--- src/hdl/assert_macros.svh ---
// ---------------------------------------------------------------------------
// Assertion macros
// Shared concurrent assertion wrappers, left empty for synthesis.
// ---------------------------------------------------------------------------
`ifndef ASSERT_MACROS_SVH
`define ASSERT_MACROS_SVH

`ifndef SYNTHESIS

// property must hold at every clock edge outside reset
`define ASSERT_HOLDS(lbl, clk, rst_n, prop) \
  lbl: assert property (@(posedge clk) disable iff (!rst_n) prop) \
    else $error("assertion failed");

// condition must never be true outside reset
`define ASSERT_NEVER(lbl, clk, rst_n, cond) \
  lbl: assert property (@(posedge clk) disable iff (!rst_n) !(cond)) \
    else $error("forbidden condition seen");

`else

`define ASSERT_HOLDS(lbl, clk, rst_n, prop)
`define ASSERT_NEVER(lbl, clk, rst_n, cond)

`endif

`endif

--- src/hdl/pctd_pkg.sv ---
// ---------------------------------------------------------------------------
// Percent decoder package
// Beat types, the job passed from front to back, characters and hex helpers.
// ---------------------------------------------------------------------------
package pctd_pkg;

  // characters of interest
  localparam logic [7:0] CH_PERCENT = 8'h25;
  localparam logic [7:0] CH_PLUS    = 8'h2B;
  localparam logic [7:0] CH_SPACE   = 8'h20;

  // largest number of decoded bytes one input beat can give
  localparam int unsigned MAX_OUT = 3;

  typedef struct packed {
    logic [7:0] in_byte;
    logic       in_last;
  } in_beat_t;

  typedef struct packed {
    logic [7:0] out_byte;
    logic       out_last;
  } out_beat_t;

  // decoded bytes of one input beat, first byte in entry 0
  typedef struct packed {
    logic [MAX_OUT-1:0][7:0] job_bytes;
    logic [1:0]              cnt;
    logic                    last;
  } job_t;

  function automatic logic is_hex(logic [7:0] c);
    return (c >= 8'h30 && c <= 8'h39) ||
           (c >= 8'h41 && c <= 8'h46) ||
           (c >= 8'h61 && c <= 8'h66);
  endfunction

  // value of a hex digit character; letters carry 1..6 in the low nibble
  function automatic logic [3:0] hex_nibble(logic [7:0] c);
    logic [3:0] v;
    if (c[6]) begin
      v = c[3:0] + 4'd9;
    end else begin
      v = c[3:0];
    end
    return v;
  endfunction

endpackage

--- src/hdl/pctd_front.sv ---
`include "assert_macros.svh"
// ---------------------------------------------------------------------------
// Percent decoder front end
// Accepts encoded beats, tracks the escape state and builds a job of up to
// three decoded bytes for the queue.
// ---------------------------------------------------------------------------
module pctd_front (
  input  logic              clk,
  input  logic              rst_n,
  input  logic              in_valid,
  output logic              in_stall,
  input  pctd_pkg::in_beat_t in_data,
  input  logic              q_full,
  output logic              push,
  output pctd_pkg::job_t    job
);
  import pctd_pkg::*;

  localparam logic [1:0] PH_IDLE = 2'd0;
  localparam logic [1:0] PH_PCT  = 2'd1;
  localparam logic [1:0] PH_DIG  = 2'd2;

  logic [1:0] phase_r, phase_nxt;
  logic [7:0] held_r, held_nxt;
  logic       accept;
  logic       do_plain;
  logic       b_hex;
  logic [7:0] b;
  logic [1:0] n;

  assign in_stall = q_full;
  assign accept   = in_valid && !q_full;
  assign b        = in_data.in_byte;
  assign b_hex    = is_hex(b);

  // classify the beat and collect its output bytes
  always_comb begin
    phase_nxt     = phase_r;
    held_nxt      = held_r;
    do_plain      = 1'b0;
    n             = 2'd0;
    job.job_bytes = '0;
    unique case (phase_r)
      PH_PCT: begin
        if (b_hex) begin
          held_nxt  = b;
          phase_nxt = PH_DIG;
        end else begin
          job.job_bytes[n] = CH_PERCENT;
          n         = n + 2'd1;
          phase_nxt = PH_IDLE;
          do_plain  = 1'b1;
        end
      end
      PH_DIG: begin
        if (b_hex) begin
          job.job_bytes[n] = {hex_nibble(held_r), hex_nibble(b)};
          n = n + 2'd1;
        end else begin
          job.job_bytes[n] = CH_PERCENT;
          n = n + 2'd1;
          job.job_bytes[n] = held_r;
          n = n + 2'd1;
          do_plain = 1'b1;
        end
        phase_nxt = PH_IDLE;
        held_nxt  = 8'h00;
      end
      default: begin
        phase_nxt = PH_IDLE;
        do_plain  = 1'b1;
      end
    endcase

    // ordinary byte handling, also for a byte that broke an escape
    if (do_plain) begin
      if (b == CH_PERCENT) begin
        phase_nxt = PH_PCT;
      end else if (b == CH_PLUS) begin
        job.job_bytes[n] = CH_SPACE;
        n = n + 2'd1;
      end else begin
        job.job_bytes[n] = b;
        n = n + 2'd1;
      end
    end

    // end of string: flush whatever is held
    if (in_data.in_last) begin
      if (phase_nxt == PH_PCT) begin
        job.job_bytes[n] = CH_PERCENT;
        n = n + 2'd1;
      end else if (phase_nxt == PH_DIG) begin
        job.job_bytes[n] = CH_PERCENT;
        n = n + 2'd1;
        job.job_bytes[n] = held_nxt;
        n = n + 2'd1;
      end
      phase_nxt = PH_IDLE;
      held_nxt  = 8'h00;
    end

    job.cnt  = n;
    job.last = in_data.in_last;
  end

  // beats that only open an escape give no job
  assign push = accept && (n != 2'd0);

  always_ff @(posedge clk) begin
    if (!rst_n) begin
      phase_r <= PH_IDLE;
      held_r  <= 8'h00;
    end else if (accept) begin
      phase_r <= phase_nxt;
      held_r  <= held_nxt;
    end
  end

  `ASSERT_HOLDS(a_last_clears, clk, rst_n, (accept && in_data.in_last) |=> (phase_r == PH_IDLE))
  `ASSERT_NEVER(a_last_empty, clk, rst_n, accept && in_data.in_last && !push)

endmodule

--- src/hdl/pctd_queue.sv ---
`include "assert_macros.svh"
// ---------------------------------------------------------------------------
// Percent decoder job queue
// Small FIFO of jobs between front and back end.
// ---------------------------------------------------------------------------
module pctd_queue #(
  parameter int unsigned DEPTH = 4
) (
  input  logic           clk,
  input  logic           rst_n,
  input  logic           push,
  input  pctd_pkg::job_t wr_job,
  output logic           full,
  input  logic           pop,
  output logic           q_valid,
  output pctd_pkg::job_t head
);
  import pctd_pkg::*;

  localparam int unsigned AW = (DEPTH > 1) ? $clog2(DEPTH) : 1;
  localparam int unsigned CW = $clog2(DEPTH + 1);
  localparam logic [AW-1:0] LAST_PTR = AW'(DEPTH - 1);
  localparam logic [CW-1:0] FULL_CNT = CW'(DEPTH);

  job_t          slots_r [DEPTH];
  logic [AW-1:0] wr_ptr_r, rd_ptr_r;
  logic [CW-1:0] count_r;

  assign full    = (count_r == FULL_CNT);
  assign q_valid = (count_r != '0);
  assign head    = slots_r[rd_ptr_r];

  // storage
  always_ff @(posedge clk) begin
    if (push) begin
      slots_r[wr_ptr_r] <= wr_job;
    end
  end

  // pointers and fill count
  always_ff @(posedge clk) begin
    if (!rst_n) begin
      wr_ptr_r <= '0;
      rd_ptr_r <= '0;
      count_r  <= '0;
    end else begin
      if (push) begin
        wr_ptr_r <= (wr_ptr_r == LAST_PTR) ? '0 : wr_ptr_r + AW'(1);
      end
      if (pop) begin
        rd_ptr_r <= (rd_ptr_r == LAST_PTR) ? '0 : rd_ptr_r + AW'(1);
      end
      if (push && !pop) begin
        count_r <= count_r + CW'(1);
      end else if (pop && !push) begin
        count_r <= count_r - CW'(1);
      end
    end
  end

  `ASSERT_NEVER(a_push_full, clk, rst_n, push && full)
  `ASSERT_NEVER(a_pop_empty, clk, rst_n, pop && !q_valid)

endmodule

--- src/hdl/pctd_back.sv ---
`include "assert_macros.svh"
// ---------------------------------------------------------------------------
// Percent decoder back end
// Walks head job bytes into the output register, one beat a cycle unless stalled.
// ---------------------------------------------------------------------------
module pctd_back (
  input  logic                clk,
  input  logic                rst_n,
  input  logic                q_valid,
  input  pctd_pkg::job_t      head,
  output logic                pop,
  output logic                out_valid,
  input  logic                out_stall,
  output pctd_pkg::out_beat_t out_data
);
  import pctd_pkg::*;

  logic      [1:0] idx_r, idx_nxt;
  logic            out_valid_r, out_valid_nxt;
  out_beat_t       out_data_r, out_data_nxt;
  logic            load;
  logic            at_end;

  // output register is free when empty or being taken
  assign load   = !out_valid_r || !out_stall;
  assign at_end = (idx_r == head.cnt - 2'd1);

  always_comb begin
    idx_nxt       = idx_r;
    out_valid_nxt = out_valid_r;
    out_data_nxt  = out_data_r;
    pop           = 1'b0;
    if (load) begin
      out_valid_nxt = q_valid;
      if (q_valid) begin
        out_data_nxt.out_byte = head.job_bytes[idx_r];
        out_data_nxt.out_last = head.last && at_end;
        pop     = at_end;
        idx_nxt = at_end ? 2'd0 : idx_r + 2'd1;
      end
    end
  end

  always_ff @(posedge clk) begin
    if (!rst_n) begin
      idx_r       <= 2'd0;
      out_valid_r <= 1'b0;
    end else begin
      idx_r       <= idx_nxt;
      out_valid_r <= out_valid_nxt;
    end
  end

  // payload, no reset
  always_ff @(posedge clk) begin
    out_data_r <= out_data_nxt;
  end

  assign out_valid = out_valid_r;
  assign out_data  = out_data_r;

  `ASSERT_NEVER(a_idx_range, clk, rst_n, q_valid && (idx_r >= head.cnt))

endmodule

--- src/hdl/percent_decoder.sv ---
// Percent decoder: decodes a URL form-encoded byte stream, taking one encoded
// byte per cycle unless in_stall is raised by a full queue, and giving zero to
// three decoded bytes for it ('+' becomes a space, '%' with two hex digits
// becomes that byte, a broken escape is passed through literally and in_last
// flushes anything held, marking the final decoded byte). The front end
// classifies each beat combinationally and hands a job to a small queue; the
// back end puts out one decoded byte per cycle while out_stall is low, and
// the rare beats giving two or three bytes hold the output side while the
// queue (QUEUE_DEPTH jobs) keeps taking input. An input beat passes through
// a queue slot and then the output register on its way to the output.
// ---------------------------------------------------------------------------
// Percent decoder top level
// Front end, job queue and back end of the URL form decoder.
// ---------------------------------------------------------------------------
module percent_decoder #(
  parameter int unsigned QUEUE_DEPTH = 4
) (
  input  logic                clk,
  input  logic                rst_n,
  input  logic                in_valid,
  output logic                in_stall,
  input  pctd_pkg::in_beat_t  in_data,
  output logic                out_valid,
  input  logic                out_stall,
  output pctd_pkg::out_beat_t out_data
);
  import pctd_pkg::*;

  logic q_full;
  logic push;
  logic pop;
  logic q_valid;
  job_t wr_job;
  job_t head;

  pctd_front u_front (
    .clk      (clk),
    .rst_n    (rst_n),
    .in_valid (in_valid),
    .in_stall (in_stall),
    .in_data  (in_data),
    .q_full   (q_full),
    .push     (push),
    .job      (wr_job)
  );

  pctd_queue #(
    .DEPTH (QUEUE_DEPTH)
  ) u_queue (
    .clk     (clk),
    .rst_n   (rst_n),
    .push    (push),
    .wr_job  (wr_job),
    .full    (q_full),
    .pop     (pop),
    .q_valid (q_valid),
    .head    (head)
  );

  pctd_back u_back (
    .clk       (clk),
    .rst_n     (rst_n),
    .q_valid   (q_valid),
    .head      (head),
    .pop       (pop),
    .out_valid (out_valid),
    .out_stall (out_stall),
    .out_data  (out_data)
  );

endmodule
--- config.mk ---
export PLATFORM = sky130hd
export DESIGN_NAME = percent_decoder
export DESIGN_NICKNAME = d
export VERILOG_FILES = /design/src/hdl/pctd_pkg.sv /design/src/hdl/pctd_front.sv /design/src/hdl/pctd_queue.sv /design/src/hdl/pctd_back.sv /design/src/hdl/percent_decoder.sv
export VERILOG_INCLUDE_DIRS = /design/src /design/src/hdl
export SDC_FILE = /design/constraint.sdc
export NUM_CORES = 1
export LEC_CHECK = 0
export BUFFER_PORTS_ARGS = -buffer_cell sky130_fd_sc_hd__buf_2
export CAP_MARGIN = 15
export CORE_UTILIZATION = 60
export DETAILED_ROUTE_END_ITERATION = 10
export GPL_TIMING_DRIVEN = 0
export PLACE_DENSITY = 0.83
export SYNTH_ARGS = -nofsm -noshare
export SYNTH_HDL_FRONTEND = slang
export SYNTH_HIERARCHICAL = 1
export SYNTH_SLANG_ARGS = --single-unit
export TNS_END_PERCENT = 100
--- constraint.sdc ---
create_clock -name clk -period 6.5 [get_ports clk]
set_clock_uncertainty 0.1 [all_clocks]
set_input_delay 0 -clock clk [delete_from_list [all_inputs] [get_ports clk]]
set_output_delay 0 -clock clk [all_outputs]
set_load 0.02 [all_outputs]
==> results of run 1 <==
cell type report:
cell class                      count  area [um2]  share of cell area (%)
Clock buffer                       19       432.9                   5.569
Sequential cell                   139        3954                   50.86
Inverter                           18       67.56                  0.8691
Buffer                             32       187.7                   2.414
Tap cell                          140       175.2                   2.253
Timing Repair Buffer               31       255.2                   3.283
Clock inverter                     13       145.1                   1.867
Multi-Input combinational cell    311        2556                   32.88
where the power goes:
part	switching [mW]	internal (mW)	total [mW]
sequential	0.0458	1.11	1.15
clock	0.367	0.567	0.935
combinational	0.400	0.323	0.723
total	0.813	2.00	2.81
registers in the layout (all words and copies together), names as in the netlist, named ones only:
name              flops
u_front/phase_r       2
u_queue/slots_r     108
u_back/out_data       9
u_back/out_valid      1
u_queue/rd_ptr_r      2
u_front/held_r        8
u_queue/wr_ptr_r      2
u_back/idx_r          2
u_queue/count_r       3
final timing paths:
check / endpoint / slack [ns] / cells after the start
worst max-delay path: u_queue/count_r[2] / 1.07 / 24
worst max register to register: u_queue/count_r[2] / 1.09 / 19
worst min-delay path: u_queue/slots_r[0][24] / 0.08 / 3
worst min register to register: u_front/phase_r[1] / 0.38 / 2
per-layer routing:
layer | part of all wire [%] | up-vias | routed length (um)
met5 | 0 | - | 0
met4 | 3.0 | 0 | 493
met3 | 6.6 | 38 | 1085
met2 | 51 | 241 | 8372
met1 | 39 | 2247 | 6383
li1 | - | 2065 | -
worst max-delay path, stage by stage:
cell	delay [ns]
dlygate4sd3_1	0.53
buf_2	0.13
buf_2	0.17
inv_1	0.10
ha_1	0.21
nand2b_1	0.14
a21oi_1	0.14
nor3_2	0.42
nand2_1	0.10
nand2_1	0.14
inv_1	0.08
ha_1	0.32
and3_1	0.15
a21oi_1	0.23
ha_1	0.29
nor3_1	0.09
nor4_1	0.78
o21a_1	0.33
ha_1	0.24
inv_1	0.07
fa_1	0.38
xor2_1	0.16
or3_1	0.30
a21boi_0	0.15
cell usage after synthesis (all sizes together) (13+ instances only):
cell and number:
o21ai 22, edfxtp 117, o22ai 13, buf 14, mux2i 14, mux4 27
inv 17, ha 19, clkbuf 18, dfxtp 22, nand2 42, a21oi 23
nand3 13
kinds of logic after synthesis:
kind of cell    Yosys count
compound gates          116
simple gates            125
xor+xnor                  9
mux                      41
fa+ha+maj                20
buf+inv                  50
flops                   139
==> summary.md, run 1 <==
| Metric | Value |
|---|---|
| Status | completed |
| Final instance area | 7774 um2 |
| Die Width | 108.2 um |
| Initial antenna violation count | 0 |
| Area leader, netlist | edfxtp_1 |
| Fillers | 729 |
| Total Routing Usage GR | 29.94% |
| Fraction of synthesized area in multiplexers | 11.45% |
| Num CTS Buffers | 17 |
| Starting Density | 61.86% |
| CP Max Fanout | 8 |
| Async SR Flop Fraction | 0% |
| Unrepaired setup endpoints after global routing | no |
| Mapped Nets | 533 |
| Period minus WS final | 5.425 ns |
| Final setup TNS | 0 ns |
| Row count | 38 |
| DRT iter0 DRCs | 415 |
| Ant. Diodes | 0 |
| Hold Crit Class | in -> reg |
| CP arrival | 5.66 ns |
| Post-Layout Cell Count | 703 |
| Vias in the first global route | 4585 |
| Mapped cell area | 6765 um2 |
| P_leak | 2.765 nW |
| Critical Path RT | 6.74 ns |
| Worst r2r src | u_front/phase_r[0] |
| HP Start | in_data[6] |
| Adder-Cell Fraction of Synth Area | 3.810% |
| H-tree levels | 4 |
| Share of the synthesized area in the top cell type | 51.93% |
| Syn. warnings | 6 |
| Post-synth EDFFs | 117 |
| Area growth from synthesis to final layout | 14.91% |
| Largest net degree at the start of global routing | 17 |
| Sink Count | 139 |
| Highest-count cells in the layout ignoring fill and taps | 117 x edfxtp_1, 42 x nand2_1, 27 x buf_2 |
| GPL Wtd Cong | 0.9327 |
| Setup crit start | in_data[2] |
| Met3 usage | 5.304% |
| Mapped Cells | 500 |
| Core Footprint | 10940 um2 |
| CP endpoint kind | register |
| I/O pin total | 24 |
| Vias per std cell | 6.531 |
| Clk Latency, worst-skew pair | 0.41 ns |
| GRT met1 Usage | 37.31% |
| Cells after DPL | 664 |
| Post-CTS Setup Inserts | 0 |
| Grt ovf | 0 |
| Max Freq | 0.1843 GHz |
| Synth Area in Simple Gates | 9.802% |
| Setup ws final | 1.075 ns |
| Drt pass-1 iters | 6 |
| # resized after CTS | 0 |
| Post-route antenna net violation count | 0 |
| Cell variety after synth | 64 |
| Clock Tree Buf Depth | 2 |
| DR WL/cell | 23.23 um |
| Relative slew slack | 36.40% |
| Post-CTS Hold Buffers | 7 |
| Worst setup SP type | input port |
| Post-Route WL | 16330 um |
| Max_cap viols | 0 |
| Commonest non-fill, non-tap cell in the layout | edfxtp_1 |
| Main combinational cell family by area after synthesis | compound AO/OA/AOI/OAI gates |
| Place WS | 1.173 ns |
| Top Usage Layer GRT | met2 |
| Die area | 11700 um2 |
| Setup Viol. Count Final | 0 |
| Die H | 108.2 um |
| DP HPWL | 11390 um |
| CTS clock-pin slew for the worst setup and hold paths | 0.06 ns |
| Area after detailed placement | 7126 um2 |
| Hold_ws | 0.07687 ns |
| Syn Area/Cell | 13.53 um2 |
| Final hold vios | 0 |
| Fin nets | 583 |
| Fin util | 71.09% |
| Peak supply drop | 0.2241 mV |
| Ranking of synthesized cells by area | edfxtp_1 52%, mux4_2 6.7%, dfxtp_1 6.5% |
| Share of layout cells above drive strength 1 | 17.05% |
| Buffers on Ports | 20 |
| Pins Over Slew Limit | 0 |
| Via count | 4591 |
| Worst Tran Pin Value | 0.9453 ns |
| Drc violations | 0 |
| Crit Path Class | in -> reg |
| First-pass GRT wire length | 25220 um |
| Pwr/cell area | 361.4 nW/um2 |
| Top FF cell, synth | edfxtp_1 |
| XOR/XNOR share of the synthesized area | 1.165% |
| Synth Area in Compound Gates | 11.56% |
| CTS tree | yes |
| Seq/Total Area, Yosys | 58.44% |
| Clock Tree Root | clkbuf_16 |
| Synthesis-stage register bit count | 139 |
| Crit share post-route | 83.47% |
| Routing usage on met2 | 50.86% |
| Design Power | 2.809 mW |
Note: power is estimated with default switching activity, not from simulation.
==> inputs of run 2 (changes only) <==
- ABC_AREA: not set -> 1
- CORE_UTILIZATION: 60 -> 56
- PLACE_DENSITY: 0.83 -> 0.81
- clock period: 6.5 -> 4.8 ns (I/O delays scaled with it)
==> summary.md, run 2 <==
| Metric | Value |
|---|---|
| Starting Density | 58.33% |
| Drt pass-1 iters | 5 |
| Worst Tran Pin Value | 0.7551 ns |
| Share of the synthesized area in the top cell type | 49.52% |
| Die Width | 114.6 um |
| Most flops, register | u_queue/slots_r |
| Core Footprint | 12160 um2 |
| Switch Pwr | 1.487 mW |
| Final setup TNS | 0 ns |
| Hold Crit Class | in -> reg |
| Unrepaired setup endpoints after global routing | no |
| Period minus WS final | 4.220 ns |
| CP arrival | 4.24 ns |
| Most frequent cell after synthesis | nand2_1 |
| Max FFs per register | 108 |
| Setup ws final | 0.5796 ns |
| Mapped cell area | 7094 um2 |
| Clock Tree Buf Depth | 2 |
| Vias in the first global route | 5671 |
| Vias per std cell | 5.856 |
| Crit share post-route | 87.93% |
| CP endpoint kind | register |
| Syn. warnings | 6 |
| Fin nets | 819 |
| Initial antenna violation count | 1 |
| Pwr/cell area | 510.0 nW/um2 |
| Post-Route WL | 19140 um |
| Hold_ws | 0.03960 ns |
| Worst setup SP type | register |
| Die area | 13120 um2 |
| Most common library cells after synthesis | 122 x nand2_1, 117 x edfxtp_1, 98 x nor2_1 |
| Num CTS Buffers | 17 |
| Cell variety after synth | 42 |
| Post-synth EDFFs | 117 |
| Relative slew slack | 49.61% |
| P_leak | 3.167 nW |
| Status | completed |
| Combinational share of power | 33.6% |
| Largest net degree at the start of global routing | 28 |
| DRT iter0 DRCs | 621 |
| Clk pwr share | 28.1% |
| CP Max Fanout | 15 |
| Clk Latency, worst-skew pair | 0.41 ns |
| Place WS | 0.4052 ns |
| CTS clock-pin slew for the worst setup and hold paths | 0.06 ns |
| Share of layout cells above drive strength 1 | 15.52% |
| Highest-count cells in the layout ignoring fill and taps | 122 x nand2_1, 117 x edfxtp_1, 98 x nor2_1 |
| Grt ovf | 0 |
| Mapped Cells | 736 |
| Row count | 40 |
| Switching fraction of total power | 36.01% |
| Area after detailed placement | 7497 um2 |
| Area growth from synthesis to final layout | 14.16% |
| I/O pin total | 24 |
| Int Pwr | 2.643 mW |
| Syn Area/Cell | 9.639 um2 |
| Peak supply drop | 0.2721 mV |
| Fillers | 937 |
| Critical Path RT | 4.82 ns |
| # resized after CTS | 0 |
| Fin util | 66.59% |
| Buffers on Ports | 22 |
| Sequential Power Share | 38.3% |
| Post-route antenna net violation count | 0 |
| Setup Viol. Count Final | 0 |
| DR WL/cell | 19.80 um |
| Max_cap viols | 0 |
| CTS tree | yes |
| DP HPWL | 13500 um |
| Max Freq | 0.2369 GHz |
| Area leader, netlist | edfxtp_1 |
| Clock Tree Root | clkbuf_16 |
| GPL Wtd Cong | 0.9549 |
| Mapped Nets | 769 |
| Sink Count | 139 |
| H-tree levels | 4 |
| Ant. Diodes | 0 |
| Crit Path Class | reg -> reg |
| Pins Over Slew Limit | 0 |
| Die H | 114.6 um |
| First-pass GRT wire length | 29970 um |
| Drc violations | 0 |
| Via count | 5663 |
| Ranking of synthesized cells by area | edfxtp_1 50%, nand2_1 6.5%, dfxtp_1 6.2% |
| Commonest non-fill, non-tap cell in the layout | nand2_1 |
| Seq/Total Area, Yosys | 55.73% |
| Final instance area | 8099 um2 |
| Total Routing Usage GR | 31.07% |
| Async SR Flop Fraction | 0% |
| Final hold vios | 0 |
| Top FF cell, synth | edfxtp_1 |
| Synthesis-stage register bit count | 139 |
run 2: cell types whose count changed after synthesis, moves of 15 or more:
cell,delta
clkbuf_1,-15
inv_1,+46
mux4_2,-20
nand2_1,+80
nand3_1,+25
nor2_1,+86
o21ai_0,+52
o21ai_1,+31
o22ai_1,+22
run 2: cell type report:
cell class	instances	area, um2	area share [%]
well taps	168	210.2	2.595
multi-input cells	495	2609	32.21
clock buffers	20	446.7	5.515
plain buffers	27	235.2	2.904
inverters	75	296.5	3.661
clock inverters	12	77.57	0.9578
repair buffers	31	270.3	3.337
flip-flops and latches	139	3954	48.82
run 2: worst max-delay path, stage by stage (launching register included):
cell,delay (ns)
dfxtp_1,0.36
inv_1,0.05
ha_1,0.26
clkbuf_1,0.38
inv_1,0.23
nand3_4,0.21
nand2_4,0.12
inv_1,0.11
nand2_1,0.08
nand2_1,0.12
inv_1,0.08
ha_1,0.27
or2_2,0.09
nand3_1,0.09
a21oi_1,0.41
nand2_1,0.13
inv_1,0.58
buf_16,0.23
run 2: repair_timing:
action	in CTS	in global routing
endpoints found under the hold margin	26	0
hold buffers	5	0
buffers inserted	0	0
endpoints found under the setup margin	0	0
run 2: metrics by stage:
| stage | instances | total power [mW] |
|---|---|---|
| final | 967 | 4.131 |
| after detailed placement | 929 | 2.951 |
| after global routing | 967 | 4.315 |
| after CTS | 966 | 4.113 |
| after global placement | 926 | 2.846 |
| after floorplan | 736 | 2.513 |
run 2: power by group through the flow:
| stage | clock [mW] | sequential (mW) | combinational, mW |
|---|---|---|---|
| 6_report | 1.16 | 1.58 | 1.39 |
| 5_1_grt | 1.22 | 1.59 | 1.50 |
| 4_1_cts | 1.17 | 1.58 | 1.36 |
| 3_5_place_dp | 0 | 1.61 | 1.34 |
| 3_3_place_gp | 0 | 1.60 | 1.25 |
| 2_1_floorplan | 0 | 1.65 | 0.864 |
run 2: layer usage:
layer,share of wire [%],up-vias,GRT usage [%]
met2,50,282,52.65
met3,7.0,59,6.141
met4,3.9,0,15.76
li1,-,2628,-
met5,0,-,0
met1,39,2694,37.88
run 2: path summary, 6_finish.rpt:
path	slack, ns	endpoint	cells past startpoint	start
min	0.04	u_front/phase_r[0]	6	in_data[7]
min reg2reg	0.40	u_front/phase_r[0]	2	u_front/phase_r[0]
max	0.58	u_queue/slots_r[1][13]	17	u_front/phase_r[0]
max reg2reg	0.58	u_queue/slots_r[1][13]	17	u_front/phase_r[0]
run 2: cell families after synthesis:
logic type	after synthesis	synth area share, %
buffers and inverters	102	7.496
and+or+nand+nor	305	19.96
DFF	139	55.73
adders and majority gates	20	3.633
xor gates and xnor gates	5	0.6173
AOI/OAI and AO/OA	165	12.56
==> inputs of run 3 (changes only) <==
- BUFFER_PORTS_ARGS: -buffer_cell sky130_fd_sc_hd__buf_2 -> not set
- CORE_ASPECT_RATIO: not set -> 1.1
- CORE_UTILIZATION: 56 -> 58
- DONT_BUFFER_PORTS: not set -> 1
- TNS_END_PERCENT: 100 -> 50
==> summary.md, run 3 (synthesis gave the netlist of run 2 again) <==
| Metric | Value |
|---|---|
| Die H | 118.0 um |
| CP Max Fanout | 16 |
| Area growth from synthesis to final layout | 14.14% |
| Final hold vios | 0 |
| Max Freq | 0.2373 GHz |
| Max FFs per register | 108 |
| Critical Path RT | 4.82 ns |
| Share of layout cells above drive strength 1 | 12.77% |
| Via count | 5614 |
| Grt ovf | 0 |
| Setup Viol. Count Final | 0 |
| Area of the multi-input gates | 2609 um2 |
| Post-Layout Cell Count | 937 |
| Largest net degree at the start of global routing | 28 |
| Pwr/cell area | 520.9 nW/um2 |
| First-pass GRT wire length | 29280 um |
| Crit share post-route | 87.79% |
| Drc violations | 0 |
| Fillers | 883 |
| P_leak | 3.140 nW |
| Relative slew slack | 51.68% |
| Vias in the first global route | 5712 |
| Die Width | 107.5 um |
| Buffers on Ports | 0 |
| CTS tree | yes |
| H-tree levels | 4 |
| Design Power | 4.218 mW |
| I/O pin total | 24 |
| Register Area | 3954 um2 |
| Hold_ws | 0.01628 ns |
| Starting Density | 59.21% |
| DR WL/cell | 20.04 um |
| Clock Tree Root | clkbuf_16 |
| Core Footprint | 11980 um2 |
| Crit Path Class | reg -> reg |
| Clk Latency, worst-skew pair | 0.42 ns |
| Drt pass-1 iters | 6 |
| CTS clock-pin slew for the worst setup and hold paths | 0.06 ns |
| Peak supply drop | 0.3684 mV |
| Cells after DPL | 893 |
| Unrepaired setup endpoints after global routing | no |
| Num CTS Buffers | 17 |
| Worst Tran Pin Value | 0.7240 ns |
| Row count | 42 |
| Post-route antenna net violation count | 0 |
| Max_cap viols | 0 |
| Hold Crit Class | in -> reg |
| Total Routing Usage GR | 31.31% |
| Fin nets | 804 |
| DRT iter0 DRCs | 533 |
| Commonest non-fill, non-tap cell in the layout | nand2_1 |
| Period minus WS final | 4.214 ns |
| DP HPWL | 13010 um |
| Most flops, register | u_queue/slots_r |
| Ant. Diodes | 0 |
| Clock Tree Buf Depth | 2 |
| Post-Route WL | 18780 um |
| Sink Count | 139 |
| Vias per std cell | 5.991 |
| Final setup TNS | 0 ns |
| CP arrival | 4.23 ns |
| Status | completed |
| Highest-count cells in the layout ignoring fill and taps | 122 x nand2_1, 117 x edfxtp_1, 98 x nor2_1 |
| Initial antenna violation count | 0 |
| Worst setup SP type | register |
| CP endpoint kind | register |
| GPL Wtd Cong | 0.9700 |
| Die area | 12680 um2 |
| # resized after CTS | 0 |
| Pins Over Slew Limit | 0 |
==> run 3: power by group <==
group	total [mW]	switching [mW]	leakage [nW]	internal (mW)
Clock	1.29	0.485	0.285	0.808
Sequential	1.65	0.124	1.23	1.52
Combinational	1.28	0.849	1.62	0.428
Total	4.22	1.46	3.14	2.76
==> run 3: worst max-delay path, cell delays in order (launching register included) <==
cell	delay [ns]
dfxtp_1	0.35
inv_1	0.05
ha_1	0.27
clkbuf_1	0.38
inv_1	0.24
nand3_4	0.22
nand2_4	0.12
inv_1	0.11
nand2_1	0.07
nand2_1	0.11
inv_1	0.08
ha_1	0.27
or2_2	0.09
nand3_1	0.09
a21oi_1	0.41
nand2_1	0.12
inv_1	0.55
buf_16	0.24
==> run 3: final timing paths <==
check | start | end | cells past startpoint | slack (ns)
hold / removal | in_data[5] | u_front/phase_r[1] | 7 | 0.02
setup reg to reg | u_front/phase_r[0] | u_queue/slots_r[0][14] | 17 | 0.59
hold reg to reg | u_front/phase_r[0] | u_front/phase_r[0] | 2 | 0.39
setup / recovery | u_front/phase_r[0] | u_queue/slots_r[0][14] | 17 | 0.59
==> run 3: per-stage QoR <==
| step | worst slack (ns) | utilization [%] | cell area [um2] |
|---|---|---|---|
| 5_1_grt | 0.2617 | 67.59 | 8098 |
| 2_1_floorplan | 1.368 | - | 7094 |
| 6_report | 0.5862 | 67.59 | 8098 |
| 4_1_cts | 0.4375 | 67.36 | 8070 |
| 3_3_place_gp | 0.5158 | 60.82 | 7287 |
| 3_5_place_dp | 0.4820 | 61.51 | 7370 |
==> run 3: repair_timing <==
item | in CTS | in global routing
endpoints found under the setup margin | 0 | 0
hold buffers | 12 | 0
hold endpoints to repair | 66 | 0
setup buffers | 0 | 0
==> run 3: cell type report <==
class	instances	share of cell area, %
sequential	139	48.83
multi-input combinational	495	32.22
buffer	27	2.905
tap	154	2.379
clock buffer	18	5.300
timing repair buffer	16	2.843
clock inverter	13	1.870
inverter	75	3.662
==> run 3: routing by layer <==
layer | GRT usage, % | up-vias | part of all wire, %
met3 | 5.260 | 65 | 7.2
met2 | 53.91 | 306 | 52
li1 | - | 2605 | -
met1 | 36.88 | 2638 | 37
met5 | 0 | - | 0
met4 | 17.29 | 0 | 4.1
